[config.mk]
export PLATFORM = sky130hd
export DESIGN_NAME = psu_queue
export DESIGN_NICKNAME = d
export VERILOG_FILES = /design/src/sv/psu_pkg.sv /design/src/sv/psu_queue.sv
export SDC_FILE = /design/constraint.sdc
export NUM_CORES = 1
export LEC_CHECK = 0
export BUFFER_PORTS_ARGS = -buffer_cell sky130_fd_sc_hd__buf_2
export CAP_MARGIN = 20
export CORE_MARGIN = 1.5
export CORE_UTILIZATION = 50
export CTS_CLUSTER_DIAMETER = 50
export DETAILED_ROUTE_END_ITERATION = 6
export GPL_TIMING_DRIVEN = 0
export PLACE_DENSITY = 0.71
export SYNTH_ARGS = -nofsm -noshare
export SYNTH_HDL_FRONTEND = slang
export SYNTH_SLANG_ARGS = --single-unit
[constraint.sdc]
create_clock -name clk -period 2.09 [get_ports clk]
set_input_delay 0.209 -clock clk [delete_from_list [all_inputs] [get_ports clk]]
set_output_delay 0.209 -clock clk [all_outputs]
set_load 0.05 [all_outputs]
[src/sv/psu_pkg.sv]
// ----------------------------------------------------------------------------
// psu_pkg
// shared types, constants and the paeth predictor for the scanline unfilter
// ----------------------------------------------------------------------------
package psu_pkg;

  localparam int MAX_WIDTH      = 2048;
  localparam int MAX_LINE_BYTES = 8192;
  localparam int COL_W          = $clog2(MAX_LINE_BYTES);
  localparam int LEN_W          = $clog2(MAX_LINE_BYTES + 1);
  localparam int WIDTH_W        = 12;
  localparam int HEIGHT_W       = 16;
  localparam int BPP_W          = 3;
  localparam int CFG_DATA_W     = 16;
  localparam int CFG_IDX_W      = 2;
  localparam int QUEUE_DEPTH    = 4;
  localparam int QPTR_W         = $clog2(QUEUE_DEPTH);

  typedef enum logic [2:0] {
    FLT_NONE  = 3'd0,
    FLT_SUB   = 3'd1,
    FLT_UP    = 3'd2,
    FLT_AVG   = 3'd3,
    FLT_PAETH = 3'd4,
    FLT_BAD   = 3'd5
  } filter_t;

  typedef enum logic [CFG_IDX_W-1:0] {
    CFG_WIDTH  = 2'd0,
    CFG_HEIGHT = 2'd1,
    CFG_BPP    = 2'd2
  } cfg_idx_t;

  // one data byte on its way from front to back
  typedef struct packed {
    logic [7:0]       data;
    filter_t          filt;
    logic [COL_W-1:0] col;
    logic             first;
    logic             row_zero;
    logic             eol;
    logic             eoi;
  } item_t;

  // paeth predictor, ties go to a, then b
  function automatic logic [7:0] paeth(input logic [7:0] a, input logic [7:0] b,
                                       input logic [7:0] c);
    logic signed [9:0] da;
    logic signed [9:0] db;
    logic signed [9:0] dc;
    logic [9:0]        pa;
    logic [9:0]        pb;
    logic [9:0]        pc;
    logic [7:0]        res;
    da = $signed({2'b00, b}) - $signed({2'b00, c});
    db = $signed({2'b00, a}) - $signed({2'b00, c});
    dc = da + db;
    pa = da[9] ? 10'(-da) : 10'(da);
    pb = db[9] ? 10'(-db) : 10'(db);
    pc = dc[9] ? 10'(-dc) : 10'(dc);
    if (pa <= pb && pa <= pc) begin
      res = a;
    end else if (pb <= pc) begin
      res = b;
    end else begin
      res = c;
    end
    return res;
  endfunction

endpackage

[src/sv/psu_queue.sv]
// ----------------------------------------------------------------------------
// psu_queue
// short fifo between front and back
// ----------------------------------------------------------------------------
module psu_queue (
  input  logic           clk,
  input  logic           rst_n,
  input  logic           push,
  input  psu_pkg::item_t push_item,
  output logic           full,
  input  logic           pop,
  output logic           q_valid,
  output psu_pkg::item_t q_item
);

  psu_pkg::item_t              mem_r [psu_pkg::QUEUE_DEPTH];
  logic [psu_pkg::QPTR_W-1:0]  wr_ptr_r, wr_ptr_nxt;
  logic [psu_pkg::QPTR_W-1:0]  rd_ptr_r, rd_ptr_nxt;
  logic [psu_pkg::QPTR_W:0]    count_r, count_nxt;
  logic                        do_pop;

  assign full    = (count_r == (psu_pkg::QPTR_W+1)'(psu_pkg::QUEUE_DEPTH));
  assign q_valid = (count_r != '0);
  assign q_item  = mem_r[rd_ptr_r];
  assign do_pop  = pop && q_valid;

  always_comb begin
    wr_ptr_nxt = push ? wr_ptr_r + psu_pkg::QPTR_W'(1) : wr_ptr_r;
    rd_ptr_nxt = do_pop ? rd_ptr_r + psu_pkg::QPTR_W'(1) : rd_ptr_r;
    count_nxt  = count_r;
    if (push && !do_pop) begin
      count_nxt = count_r + (psu_pkg::QPTR_W+1)'(1);
    end else if (!push && do_pop) begin
      count_nxt = count_r - (psu_pkg::QPTR_W+1)'(1);
    end
  end

  always_ff @(posedge clk) begin
    if (push) begin
      mem_r[wr_ptr_r] <= push_item;
    end
  end

  always_ff @(posedge clk) begin
    if (!rst_n) begin
      wr_ptr_r <= '0;
      rd_ptr_r <= '0;
      count_r  <= '0;
    end else begin
      wr_ptr_r <= wr_ptr_nxt;
      rd_ptr_r <= rd_ptr_nxt;
      count_r  <= count_nxt;
    end
  end

endmodule

==> flow_summary_export.csv <==
group,metric,value,unit
clock_network,clkTransAtPathRegs,60,ps
critical_path,critPathMaxFanout,8,
routing,route.antenna.remaining_nets,0,
clock_network,clock_sinks,121,
routing,dr.pass1.iters,7,
yosys,syn_avg_cell_area,24.16,um2
yosys,syn_area,0.004567,mm2
cells_and_area,area_growth,33.75,%
cells_and_area,drive_gt1_share,44.48,%
floorplanning,die_w,98.57,um
yosys,synth_top_area_share,73.64,%
critical_path,path_class,"register to primary output",
clock_network,cts_buffer_depth,2,
power,vdd_drop_max,907.2,uV
global_route,grt_busiest_layer,"met2",
global_route,grt_pass1_wl,12610,um
sta,min_period,2066,ps
placed_design,place_area,0.005012,mm2
yosys,synth.top_cells.by_count,"edfxtp_1, mux4_2, and2_1, dfxtp_1, mux4_1",
sta,drv_slew,0,
power,power.switching,2.620,mW
yosys,synth_ff_type,"edfxtp_1",
sta,hold_violations,0,
sta,skew,5.665,ps
worst_hold_path,hold_class,"input port to register",
power,powerDensity,1362,mW/mm2
routing,avgRoutedWirePerCell,19.66,um
power,switching_share,31.50,%
cells_and_area,final_nets,342,
clock_network,cts_tree,"done",
power,p_seq_share,35.0,%
run_status,status,"finished, violations left",
global_route,grt_pass1_vias,2344,
global_route,grt_use_met2,28.31,%
global_route,use_met1,23.60,%
power,intPower,5.697,mW
yosys,synth.top_cells.by_area,"edfxtp_1, mux4_2, mux4_1, dfxtp_1, ha_1",
floorplanning,die_area,0.009716,mm2
power,pwr-share-clk,32.7,%
floorplanning,core,0.008806,mm2
sta,fin_crit_sh,98.84,%
routing,route.detailed.drc,4,
yosys,synth_top_area_cell,"edfxtp_1",
floorplanning,die_h,98.57,um
routing,first_iter_violations,139,
placed_design,dp_hpwl,4325,um
floorplanning,rows,34,
power,leakage,2.151,nW
job,drv_cap,0,
critical_path,critical_path_arrival,1860,ps
sta,fin_ws,24.34,ps
floorplanning,ios,62,
clock_network,cts-buffers-inserted,17,
floorplanning,floorplan.initialDensity,51.86,%
critical_path,end_kind,"primary output",
yosys,synthArstFlopShare,0,%
yosys,synth-seq-cells,121,
critical_path,crit_required,1880,ps
critical_path,cp-start-kind,"register",
cells_and_area,multiInputGateArea,927.1,um2
routing,vias,2265,
placed_design,pre_cts_ws,26.21,ps
routing,wl,8356,um
yosys,netlist_instances,189,
clock_network,insertion_delay,500,ps
cells_and_area,fin_area,0.006108,mm2
sta,slew_headroom,46.56,%
global_route,grt_usage,17.81,%
cells_and_area,diodes,0,
yosys,synth_edf_count,112,
placed_design,gp_congestion,0.6811,
global_route,antenna_found_initial,0,
clock_network,h-tree-depth,4,
global_route,grt_util_met3,5.887,%
sta,tightest_slew,801.6,ps
yosys,synth_cell_types,21,
sta,setup-violations-final,0,
global_route,grt_max_degree,29,
yosys,synth_most_common_cell,"edfxtp_1",
yosys,syn-num-nets,227,
cells_and_area,final-seq-area,0.003547,mm2
yosys,yosysWarnings,0,
yosys,yosysSeqAreaShare,77.59,%
cells_and_area,post-route-util,69.37,%
run_status,violations,"design-rule violations",
placed_design,portBuffers,61,
power,p_comb_share,32.3,%
global_route,grt_overflow_total,0,
routing,vias_per_cell,5.329,
sta,max_freq,484.1,MHz
sta,rsz0062_at_grt,"yes",
cells_and_area,fillCellCount,530,
clock_network,cts_root_buf,"clkbuf_8",
-- area by class of cell --
class                           count  share of cell area [%]
Buffer                              6                   1.413
Tap cell                          108                   2.212
Inverter                            3                  0.1844
Clock buffer                       17                   6.780
Sequential cell                   121                   58.07
Clock inverter                     15                   2.499
Timing Repair Buffer               96                   13.66
Multi-Input combinational cell     59                   15.18
-- path summary, 6_finish.rpt --
| kind | startpoint | to | slack, ps | depth (start not counted) |
|---|---|---|---|---|
| max | register | q_item[0] | 20 | 4 |
| min reg2reg | wr_ptr_r[1]$_SDFFE_PN0P_ | wr_ptr_r[1]$_SDFFE_PN0P_ | 560 | 2 |
| min | push | wr_ptr_r[1]$_SDFFE_PN0P_ | 80 | 3 |
| max reg2reg | count_r[1]$_SDFFE_PN0P_ | count_r[2]$_SDFFE_PN0P_ | 90 | 7 |
-- through the flow --
step / power, mW / cells / hold WS [ps] / TNS (ps)
floorplan: 4.651 / 189 / 307.9 / 0
global placement: 5.061 / 358 / 421.4 / -6835
detailed placement: 5.083 / 358 / 425.5 / 0
CTS: 8.064 / 422 / 56.26 / -8.260
global route: 8.590 / 425 / 89.46 / -142.8
finish: 8.317 / 425 / 78.56 / 0
-- critical path, cell delays in order (launching register included) --
cell       delay (ps)
dfxtp_2           340
buf_12            140
clkbuf_16         160
mux4_2            530
buf_8             170
-- metal layers --
layer,wire (um),vias up
li1,-,1027
met1,3682,1163
met2,4227,67
met5,0,-
met3,378,8
met4,67,0
-- kinds of logic (layout without fill, tap and decap cells) --
family / count (synthesis) / count (layout) / share of synthesized area (%)
AOI/OAI and AO/OA: 4 / 4 / 1.096
DFF: 121 / 121 / 77.59
and+or+nand+nor: 14 / 14 / 1.945
muxes: 30 / 30 / 14.90
adders and majority gates: 6 / 6 / 1.808
buffers and inverters: 9 / 137 / 1.699
xor gates and xnor gates: 5 / 5 / 0.9591
-- flip-flops by register name, indices dropped and copies added (netlist names), named ones only --
| register | count |
|---|---|
| mem_r | 112 |
| count_r | 3 |
| rd_ptr_r | 2 |
| wr_ptr_r | 2 |
-- power groups by stage --
stage | registers, mW | clock network, mW | logic (mW)
final | 2.91 | 2.72 | 2.69
after global placement | 2.94 | 0 | 2.12
after CTS | 2.90 | 2.75 | 2.42
after floorplan | 2.92 | 0 | 1.73
after global routing | 2.93 | 2.86 | 2.81
after detailed placement | 2.95 | 0 | 2.14
-- repair_timing --
action	4_1_cts	5_1_grt
gates cloned	0	2
pin swaps	0	1
hold buffers	29	0
endpoints found under the setup margin	21	29
gates resized for setup	30	40
buffers inserted	3	1
endpoints found under the hold margin	118	0
-- placed cells by master, fill, tap and decap left out, drive strengths merged --
cell	Yosys	final
xor2	2	2
ha	5	5
or3	2	2
buf	6	70
clkbuf	0	20
dlygate4sd3	0	29
mux4	28	28
clkinv	0	7
o31ai	1	1
o21ai	1	1
bufinv	0	2
o311ai	1	1
nor3b	1	1
clkinvlp	0	4
mux2i	2	2
inv	3	5
edfxtp	112	112
fa	1	1
dfxtp	9	9
xnor2	3	3
and2	9	9
nor2b	2	2
a21boi	1	1
Power figures use the tool's default switching activity.
