File: src/sv/psu_pkg.sv
// ----------------------------------------------------------------------------
// psu_pkg
// shared types, constants and the paeth predictor for the scanline unfilter
// ----------------------------------------------------------------------------
package psu_pkg;

  localparam int MAX_WIDTH      = 2048;
  localparam int MAX_LINE_BYTES = 8192;
  localparam int COL_W          = $clog2(MAX_LINE_BYTES);
  localparam int LEN_W          = $clog2(MAX_LINE_BYTES + 1);
  localparam int WIDTH_W        = 12;
  localparam int HEIGHT_W       = 16;
  localparam int BPP_W          = 3;
  localparam int CFG_DATA_W     = 16;
  localparam int CFG_IDX_W      = 2;
  localparam int QUEUE_DEPTH    = 4;
  localparam int QPTR_W         = $clog2(QUEUE_DEPTH);

  typedef enum logic [2:0] {
    FLT_NONE  = 3'd0,
    FLT_SUB   = 3'd1,
    FLT_UP    = 3'd2,
    FLT_AVG   = 3'd3,
    FLT_PAETH = 3'd4,
    FLT_BAD   = 3'd5
  } filter_t;

  typedef enum logic [CFG_IDX_W-1:0] {
    CFG_WIDTH  = 2'd0,
    CFG_HEIGHT = 2'd1,
    CFG_BPP    = 2'd2
  } cfg_idx_t;

  // one data byte on its way from front to back
  typedef struct packed {
    logic [7:0]       data;
    filter_t          filt;
    logic [COL_W-1:0] col;
    logic             first;
    logic             row_zero;
    logic             eol;
    logic             eoi;
  } item_t;

  // paeth predictor, ties go to a, then b
  function automatic logic [7:0] paeth(input logic [7:0] a, input logic [7:0] b,
                                       input logic [7:0] c);
    logic signed [9:0] da;
    logic signed [9:0] db;
    logic signed [9:0] dc;
    logic [9:0]        pa;
    logic [9:0]        pb;
    logic [9:0]        pc;
    logic [7:0]        res;
    da = $signed({2'b00, b}) - $signed({2'b00, c});
    db = $signed({2'b00, a}) - $signed({2'b00, c});
    dc = da + db;
    pa = da[9] ? 10'(-da) : 10'(da);
    pb = db[9] ? 10'(-db) : 10'(db);
    pc = dc[9] ? 10'(-dc) : 10'(dc);
    if (pa <= pb && pa <= pc) begin
      res = a;
    end else if (pb <= pc) begin
      res = b;
    end else begin
      res = c;
    end
    return res;
  endfunction

endpackage

File: src/sv/psu_front.sv
// ----------------------------------------------------------------------------
// psu_front
// config registers, line and row tracking, classifies filter and data bytes
// ----------------------------------------------------------------------------
module psu_front (
  input  logic                            clk,
  input  logic                            rst_n,
  input  logic                            in_valid,
  input  logic [7:0]                      in_stream_byte,
  output logic                            in_stall,
  input  logic                            cfg_valid,
  input  logic [psu_pkg::CFG_IDX_W-1:0]   cfg_index,
  input  logic [psu_pkg::CFG_DATA_W-1:0]  cfg_data,
  input  logic                            q_full,
  output logic                            push,
  output psu_pkg::item_t                  push_item,
  output logic                            pix4
);

  logic [psu_pkg::WIDTH_W-1:0]  width_r, width_nxt;
  logic [psu_pkg::HEIGHT_W-1:0] height_r, height_nxt;
  logic [psu_pkg::BPP_W-1:0]    bpp_r, bpp_nxt;
  logic [psu_pkg::COL_W-1:0]    col_r, col_nxt;
  logic [psu_pkg::HEIGHT_W-1:0] row_r, row_nxt;
  psu_pkg::filter_t             filt_r, filt_nxt;
  logic                         expect_r, expect_nxt;

  logic                         accept;
  logic [psu_pkg::WIDTH_W-1:0]  w_eff;
  logic [psu_pkg::LEN_W-1:0]    w_ext;
  logic [psu_pkg::LEN_W-1:0]    len_raw;
  logic [psu_pkg::LEN_W-1:0]    len;
  logic [psu_pkg::LEN_W-1:0]    col_inc;
  logic [psu_pkg::HEIGHT_W-1:0] h_eff;
  logic [psu_pkg::HEIGHT_W:0]   row_inc;
  logic                         eol;
  logic                         eoi;
  psu_pkg::filter_t             filt_in;

  assign in_stall = q_full;
  assign accept   = in_valid && !q_full;
  assign pix4     = (bpp_r != psu_pkg::BPP_W'(3));

  always_comb begin
    if (width_r == '0) begin
      w_eff = psu_pkg::WIDTH_W'(1);
    end else if (width_r > psu_pkg::WIDTH_W'(psu_pkg::MAX_WIDTH)) begin
      w_eff = psu_pkg::WIDTH_W'(psu_pkg::MAX_WIDTH);
    end else begin
      w_eff = width_r;
    end
    w_ext   = psu_pkg::LEN_W'(w_eff);
    len_raw = pix4 ? (w_ext << 2) : (w_ext + (w_ext << 1));
    len     = (len_raw > psu_pkg::LEN_W'(psu_pkg::MAX_LINE_BYTES)) ?
              psu_pkg::LEN_W'(psu_pkg::MAX_LINE_BYTES) : len_raw;
    col_inc = psu_pkg::LEN_W'(col_r) + psu_pkg::LEN_W'(1);
    eol     = (col_inc >= len);
    h_eff   = (height_r == '0) ? psu_pkg::HEIGHT_W'(1) : height_r;
    row_inc = {1'b0, row_r} + (psu_pkg::HEIGHT_W+1)'(1);
    eoi     = eol && (row_inc >= {1'b0, h_eff});
    filt_in = (in_stream_byte > 8'd4) ? psu_pkg::FLT_BAD :
              psu_pkg::filter_t'(in_stream_byte[2:0]);
  end

  always_comb begin
    width_nxt  = width_r;
    height_nxt = height_r;
    bpp_nxt    = bpp_r;
    col_nxt    = col_r;
    row_nxt    = row_r;
    filt_nxt   = filt_r;
    expect_nxt = expect_r;
    if (cfg_valid) begin
      unique case (cfg_index)
        psu_pkg::CFG_WIDTH:  width_nxt  = cfg_data[psu_pkg::WIDTH_W-1:0];
        psu_pkg::CFG_HEIGHT: height_nxt = cfg_data[psu_pkg::HEIGHT_W-1:0];
        psu_pkg::CFG_BPP:    bpp_nxt    = cfg_data[psu_pkg::BPP_W-1:0];
        default: ;
      endcase
      if (cfg_index == psu_pkg::CFG_WIDTH || cfg_index == psu_pkg::CFG_HEIGHT ||
          cfg_index == psu_pkg::CFG_BPP) begin
        col_nxt    = '0;
        row_nxt    = '0;
        filt_nxt   = psu_pkg::FLT_NONE;
        expect_nxt = 1'b1;
      end
    end else if (accept) begin
      if (expect_r) begin
        filt_nxt   = filt_in;
        expect_nxt = 1'b0;
        col_nxt    = '0;
      end else if (eol) begin
        expect_nxt = 1'b1;
        col_nxt    = '0;
        row_nxt    = eoi ? '0 : row_inc[psu_pkg::HEIGHT_W-1:0];
      end else begin
        col_nxt = col_inc[psu_pkg::COL_W-1:0];
      end
    end
  end

  always_ff @(posedge clk) begin
    if (!rst_n) begin
      width_r  <= psu_pkg::WIDTH_W'(1);
      height_r <= psu_pkg::HEIGHT_W'(1);
      bpp_r    <= psu_pkg::BPP_W'(3);
      col_r    <= '0;
      row_r    <= '0;
      filt_r   <= psu_pkg::FLT_NONE;
      expect_r <= 1'b1;
    end else begin
      width_r  <= width_nxt;
      height_r <= height_nxt;
      bpp_r    <= bpp_nxt;
      col_r    <= col_nxt;
      row_r    <= row_nxt;
      filt_r   <= filt_nxt;
      expect_r <= expect_nxt;
    end
  end

  assign push = accept && !expect_r;

  always_comb begin
    push_item.data     = in_stream_byte;
    push_item.filt     = filt_r;
    push_item.col      = col_r;
    push_item.first    = (col_r == '0);
    push_item.row_zero = (row_r == '0);
    push_item.eol      = eol;
    push_item.eoi      = eoi;
  end

endmodule

File: config.mk
export PLATFORM = sky130hd
export DESIGN_NAME = psu_front
export DESIGN_NICKNAME = d
export VERILOG_FILES = /design/src/sv/psu_pkg.sv /design/src/sv/psu_front.sv
export SDC_FILE = /design/constraint.sdc
export NUM_CORES = 1
export LEC_CHECK = 0
export ABC_AREA = 1
export BUFFER_PORTS_ARGS = -buffer_cell sky130_fd_sc_hd__buf_2
export CAP_MARGIN = 20
export CORE_MARGIN = 3
export CORE_UTILIZATION = 49
export DETAILED_ROUTE_END_ITERATION = 10
export PLACE_DENSITY = 0.69
export SYNTH_ARGS = -nofsm -noshare
export SYNTH_HDL_FRONTEND = slang
export SYNTH_SLANG_ARGS = --single-unit
File: constraint.sdc
create_clock -name clk -period 6.2 [get_ports clk]
set_clock_uncertainty 0.15 [all_clocks]
set_input_delay 1.24 -clock clk [delete_from_list [all_inputs] [get_ports clk]]
set_output_delay 1.24 -clock clk [all_outputs]
set_load 0.05 [all_outputs]
==> flow_metrics.py, run 1 <==
metrics = {
    "status": {
        "status": "complete, no violations",
    },
    "routing": {
        "wirelength_mm": 12.06,
        "viasPerCell": 5.240,
        "drt_pass1_iterations": 6,
        "avgRoutedWirePerCell_um": 13.29,
        "vias": 4753,
        "drt_iter0_drc": 226,
        "ant_nets": 0,
        "route.detailed.drc": 0,
    },
    "global_routing": {
        "grt_usage": 0.2241,
        "grt_max_degree": 34,
        "grt_pass1_vias": 4390,
        "grt_pass1_wl_mm": 20.28,
        "gr-total-overflow": 0,
        "antenna_found_initial": 0,
    },
    "synthesis": {
        "yosys_warnings": 0,
        "syn_nets": 793,
        "yosys.area_share.simple": 0.3091,
        "synth_compound_area_frac": 0.1567,
        "synth_edf_count": 0,
        "synth_area_mm2": 0.004720,
        "synth-seq-cells": 64,
        "muxShareOfSynthArea": 0,
        "synthAdderAreaFrac": 0.1103,
        "yosys.area_share.xor_xnor": 0.03526,
        "syn_avg_cell_area_um2": 6.546,
        "synth_cell_types": 40,
        "async_flop_share": 0,
        "synth_flop_cell": "dfxtp_1",
        "syn_inst": 721,
        "ys_seq_area_frac": 0.2715,
        "synth_top_family_by_area": "simple AND/OR/NAND/NOR gates",
    },
    "pwr": {
        "power_frac_clock": 0.406,
        "switching_power_w": 0.0003481,
        "power.leakage_nw": 2.570,
        "ir_drop_uv": 96.44,
        "combinationalPowerShare": 0.205,
        "p_seq_frac": 0.388,
        "pwr_density_cell_mw_per_mm2": 207.8,
        "swShare": 0.3117,
        "p_int_w": 0.0007686,
    },
    "cts": {
        "clock_latency_ns": 0.35,
        "htree_levels": 3,
        "cts_buffers": 9,
        "cts-root-buf": "clkbuf_8",
        "cts_sinks": 64,
        "cts_buffer_depth": 2,
        "path_clk_slew_ns": 0.07,
        "cts_tree": "built",
    },
    "critical_path": {
        "path_max_fanout": 11,
        "slowest_delay_ns": 0.45,
        "cp-start-kind": "flop",
        "path_class": "reg -> out",
        "crit_required_ns": 4.81,
        "arrival_ns": 4.39,
        "end_kind": "output port",
        "crit_path_top_delay_cell": "dfxtp_1",
    },
    "timing": {
        "tightest_slew_ns": 0.9009,
        "max_freq_mhz": 173.1,
        "min_period_ns": 5.776,
        "setup_tns_ns": 0,
        "slew_headroom": 0.3972,
        "rsz0062_at_grt": "no",
        "worst_slack_ns": 0.4240,
        "layout_worst_path_cycle_share": 0.9316,
        "slew_violations": 0,
        "hold_viol_final": 0,
        "finalSetupViolations": 0,
    },
    "layout": {
        "finalNetCount": 845,
        "area_growth_pct": 13.89,
        "drive_above_1_share": 0.1517,
        "antenna_cells": 0,
    },
    "die": {
        "start_util": 0.5084,
        "die-area_mm2": 0.01085,
        "dieHeight_um": 104.1,
        "die_w_um": 104.1,
        "core_area_mm2": 0.009284,
        "ios": 62,
        "row_count": 35,
    },
    "flow_run": {
        "maxCapViolations": 0,
    },
    "place": {
        "portBuffers": 61,
        "gp_congestion": 0.8984,
        "dp_slack_ns": 0.3205,
        "hpwl_mm": 9.589,
    },
    "min_path": {
        "min_path_type": "reg -> reg",
    },
}
-- path summary, 6_finish.rpt --
path | startpoint | to | slack (ns) | cells past startpoint
max | width_r[2] | push_item[0] | 0.42 | 29
min | filt_r[1] | filt_r[1] | 0.31 | 2
max reg2reg | width_r[2] | row_r[14] | 0.97 | 33
min reg2reg | filt_r[1] | filt_r[1] | 0.31 | 2
-- metal layers --
layer	up-vias	share of wire	track usage
met2	139	0.44	0.3528
met3	13	0.050	0.03290
li1	2474	-	-
met4	0	0.014	0.05888
met5	-	0	0
met1	2127	0.50	0.3209
-- cell usage in the layout, fill, tap and decap left out, drive strengths merged, types with 2 or more instances in the layout --
master,count
ha,40
nand4,12
nor2,70
dfxtp,64
nor3,9
inv,105
o21ai,65
clkbuf,9
nand3,63
bufinv,3
a21oi,56
clkinv,2
o22ai,4
o21bai,2
xnor2,2
nor4,14
xor2,17
buf,69
nand2,161
o211ai,3
-- power groups by stage --
stage | Sequential (W) | Combinational (W) | Clock [W]
3_3_place_gp | 0.000442 | 0.000218 | 0
6_report | 0.000433 | 0.000229 | 0.000454
5_1_grt | 0.000435 | 0.000259 | 0.000481
2_1_floorplan | 0.000442 | 0.000169 | 0
3_5_place_dp | 0.000443 | 0.000221 | 0
4_1_cts | 0.000433 | 0.000222 | 0.000463
-- cells in the mapped netlist (4+ instances only) --
cell / n / share of area
a21oi_1: 55 / 0.058
buf_4: 11 / 0.017
clkbuf_1: 14 / 0.011
dfxtp_1: 64 / 0.27
ha_1: 40 / 0.11
inv_1: 99 / 0.079
nand2_1: 153 / 0.12
nand2_2: 7 / 0.0093
nand3_1: 58 / 0.062
nand3_2: 5 / 0.011
nand4_1: 12 / 0.016
nor2_1: 67 / 0.053
nor3_1: 8 / 0.0085
nor4_1: 14 / 0.019
o21ai_0: 57 / 0.060
o21ai_1: 7 / 0.0074
o22ai_1: 4 / 0.0053
xor2_1: 17 / 0.032
-- flip-flops by register name, indices dropped and copies added, names as in the netlist --
signal    flops
width_r      12
filt_r        3
row_r        16
col_r        13
expect_r      1
bpp_r         3
height_r     16
-- what timing repair did --
action                                  CTS  global route
hold buffers                              0             0
endpoints found under the setup margin    1             2
setup buffers                             0             6
pin swaps                                 0             5
resized for setup                         2            15
-- final cells by class --
cell class              count  area [µm²]
inverters                 103       386.6
fillers                   932        3909
well taps                 129       161.4
multi-input cells         526        2923
flip-flops and latches     64        1284
clock buffers               9       123.9
clock inverters             7       125.1
repair buffers             69       371.6
-- logic make-up after synthesis --
group | count (synthesis)
flip-flops | 64
XOR/XNOR | 19
AO/OA/AOI/OAI | 136
adder cells (fa/ha/maj) | 41
AND/OR/NAND/NOR | 330
buffers and inverters | 131
-- stage by stage --
| step | hold slack (ns) | utilization | instances | cell area, µm² | power, W |
|---|---|---|---|---|---|
| floorplan | 0.2790 | - | 721 | 4720 | 0.0006117 |
| global placement | 0.2920 | 0.5423 | 885 | 5035 | 0.0006599 |
| detailed placement | 0.3024 | 0.5423 | 885 | 5035 | 0.0006631 |
| CTS | 0.3179 | 0.5697 | 901 | 5289 | 0.001118 |
| global route | 0.3449 | 0.5790 | 907 | 5375 | 0.001176 |
| finish | 0.3127 | 0.5790 | 907 | 5375 | 0.001117 |
-- critical path, delay by kind of cell, from the launching register on --
family | cells | cell delay, ns
flops | 1 | 0.45
fa+ha+maj | 3 | 0.88
simple gates | 18 | 1.70
buf+inv | 4 | 0.57
compound gates | 4 | 0.43
Note: power is estimated with default switching activity, not from simulation.
==> inputs of run 2 (changes only) <==
--- a/config.mk
+++ b/config.mk
@@ -9,9 +9,9 @@
 export BUFFER_PORTS_ARGS = -buffer_cell sky130_fd_sc_hd__buf_2
 export CAP_MARGIN = 20
 export CORE_MARGIN = 3
-export CORE_UTILIZATION = 49
+export CORE_UTILIZATION = 45
 export DETAILED_ROUTE_END_ITERATION = 10
-export PLACE_DENSITY = 0.69
+export RECOVER_POWER = 50
 export SYNTH_ARGS = -nofsm -noshare
 export SYNTH_HDL_FRONTEND = slang
 export SYNTH_SLANG_ARGS = --single-unit
==> run 2 against run 1 <==
Net effect: combinational power about the same; critical endpoint unchanged; sequential power about the same; non-clock buffer count is 5 lower; first-iteration DRC count decreased by 10%; final area is 2.3% lower; die area rose by 8.4%; sequential share of layout area increased by 0.56 points; worst hold slack worse by 0.0031 ns; clock power shrank 26%.
==> flow_metrics.py, run 2 (synthesis results as in run 1) <==
metrics = {
    "layout": {
        "post-route-util": 0.5253,
        "area_growth_pct": 11.29,
        "mostFrequentLayoutCells": "nand2_1 (153), inv_1 (98), nor2_1 (66)",
        "finalNetCount": 840,
        "finalInstanceArea_mm2": 0.005253,
        "largestRegisters": "height_r x16, row_r x16, col_r x13",
        "fillerInstances": 1083,
        "final_common_cell": "nand2_1",
        "antenna_cells": 0,
        "drive_above_1_share": 0.1190,
    },
    "timing": {
        "layout_worst_path_cycle_share": 0.9526,
        "hold_viol_final": 0,
        "timing.hold.ws_ns": 0.3096,
        "rsz0062_at_grt": "no",
        "min_period_ns": 5.906,
        "slew_violations": 0,
        "max_freq_mhz": 169.3,
        "tightest_slew_ns": 1.151,
        "setup_tns_ns": 0,
        "finalSetupViolations": 0,
        "slew_headroom": 0.2327,
    },
    "pwr": {
        "power_frac_clock": 0.336,
        "swShare": 0.3449,
        "switching_power_w": 0.0003425,
        "p_seq_frac": 0.437,
        "power_w": 0.0009931,
        "combinationalPowerShare": 0.227,
        "pwr_density_cell_mw_per_mm2": 189.1,
        "power.leakage_nw": 2.432,
        "ir_drop_uv": 124.9,
        "p_int_w": 0.0006506,
    },
    "die": {
        "row_count": 36,
        "die_w_um": 108.4,
        "ios": 62,
        "core_area_mm2": 0.01000,
        "die-area_mm2": 0.01175,
        "dieHeight_um": 108.4,
        "start_util": 0.4720,
    },
    "place": {
        "place_area_mm2": 0.005040,
        "portBuffers": 61,
        "hpwl_mm": 9.764,
        "gp_congestion": 0.9232,
    },
    "cts": {
        "hold_buffers": 0,
        "clock_latency_ns": 0.35,
        "path_clk_slew_ns": 0.07,
        "cts_buffers": 9,
        "cts_sinks": 64,
        "cts_tree": "built",
        "cts_buffer_depth": 2,
        "htree_levels": 3,
        "cts-root-buf": "clkbuf_8",
    },
    "critical_path": {
        "end_kind": "output port",
        "path_max_fanout": 17,
        "crit_required_ns": 4.81,
        "path_class": "reg -> out",
        "reg2regPathDepth": 28,
        "cp-start-kind": "flop",
        "arrival_ns": 4.52,
        "reg2reg_slack_ns": 1.06,
        "startpoint": "width_r[6]",
        "rr_startpoint": "width_r[6]",
    },
    "global_routing": {
        "grt_usage": 0.2156,
        "grt_pass1_vias": 4426,
        "grt_max_degree": 34,
        "antenna_found_initial": 0,
        "grt_pass1_wl_mm": 20.31,
        "gr-total-overflow": 0,
    },
    "routing": {
        "wirelength_mm": 12.32,
        "m1WireLength_mm": 6.233,
        "drt_iter0_drc": 203,
        "viasPerCell": 5.249,
        "route.detailed.drc": 0,
        "vias": 4756,
        "dr_wl_met2_mm": 5.322,
        "wl_met3_um": 620,
        "drt_pass1_iterations": 6,
        "avgRoutedWirePerCell_um": 13.60,
        "topRoutingLayerUsed": "met4",
        "ant_nets": 0,
    },
    "min_path": {
        "min_path_type": "reg -> reg",
        "worstHoldStart": "bpp_r[1]",
        "whs_path_depth": 2,
    },
    "status": {
        "status": "complete, no violations",
    },
    "flow_run": {
        "maxCapViolations": 0,
    },
}
[run 2: cell count changes in the layout (fill, tap and decap cells not counted), moves of 2 or more]
cell | previous run | this run
clkinv_2 | 0 | 2
buf_4 | 8 | 3
clkbuf_1 | 0 | 19
buf_2 | 60 | 41
bufinv_16 | 3 | 0
clkinvlp_4 | 0 | 2
inv_6 | 3 | 1
[run 2: critical path, cell delays in order, from the launching register on]
cell and delay, ns:
dfxtp_1 0.38, nor2_1 0.12, nand2_1 0.07, nor2_2 0.13
nand2_2 0.10, nand2_8 0.13, inv_1 0.12, nor2_1 0.17
ha_1 0.33, a21oi_1 0.19, a21boi_0 0.30, nand3_1 0.14
nand2_1 0.08, nand3_1 0.06, nand2_1 0.11, nand3_1 0.13
o21bai_4 0.22, nand2_1 0.08, ha_1 0.30, nand2_1 0.09
nor4_1 0.29, nand2_1 0.10, nand3_2 0.13, nand2_1 0.13
inv_2 0.11, buf_6 0.16
[run 2: per-stage QoR]
stage               std cells  worst slack, ns
floorplan                 721           0.8538
global placement          889           0.4336
detailed placement        889           0.2526
CTS                       905          0.04838
global route              906          0.01142
finish                    906           0.2937
[run 2: area by class of cell]
cell class,instances,area [µm²],area share
clock inverter,6,42.54,0.008099
multi-input combinational,526,2925,0.5569
clock buffer,10,137.6,0.02620
sequential,64,1284,0.2444
inverter,103,386.6,0.07361
timing repair buffer,64,310.3,0.05908
tap,133,166.4,0.03168
[run 2: repair_timing]
item | CTS | global route
pin swaps | 0 | 2
setup buffers | 0 | 1
endpoints found under the setup margin | 1 | 2
hold endpoints to repair | 0 | 0
resized for setup | 2 | 12
gates cloned | 0 | 0
[run 2: power by group through the flow]
stage                     clock network (W)  registers, W  logic [W]
after detailed placement                  0      0.000443   0.000221
after global routing               0.000361      0.000435   0.000256
after CTS                          0.000344      0.000433   0.000223
after floorplan                           0      0.000442   0.000169
final                              0.000334      0.000434   0.000226
after global placement                    0      0.000442   0.000220
[run 2: metal layers]
metal / vias up / GRT usage
met4: 0 / 0.06492
met2: 122 / 0.3442
met1: 2158 / 0.2984
met3: 11 / 0.03522
li1: 2465 / -
met5: - / 0
[run 2: path summary, 6_finish.rpt]
kind	end
min reg2reg	bpp_r[1]
min	bpp_r[1]
max	push_item[0]
max reg2reg	row_r[3]
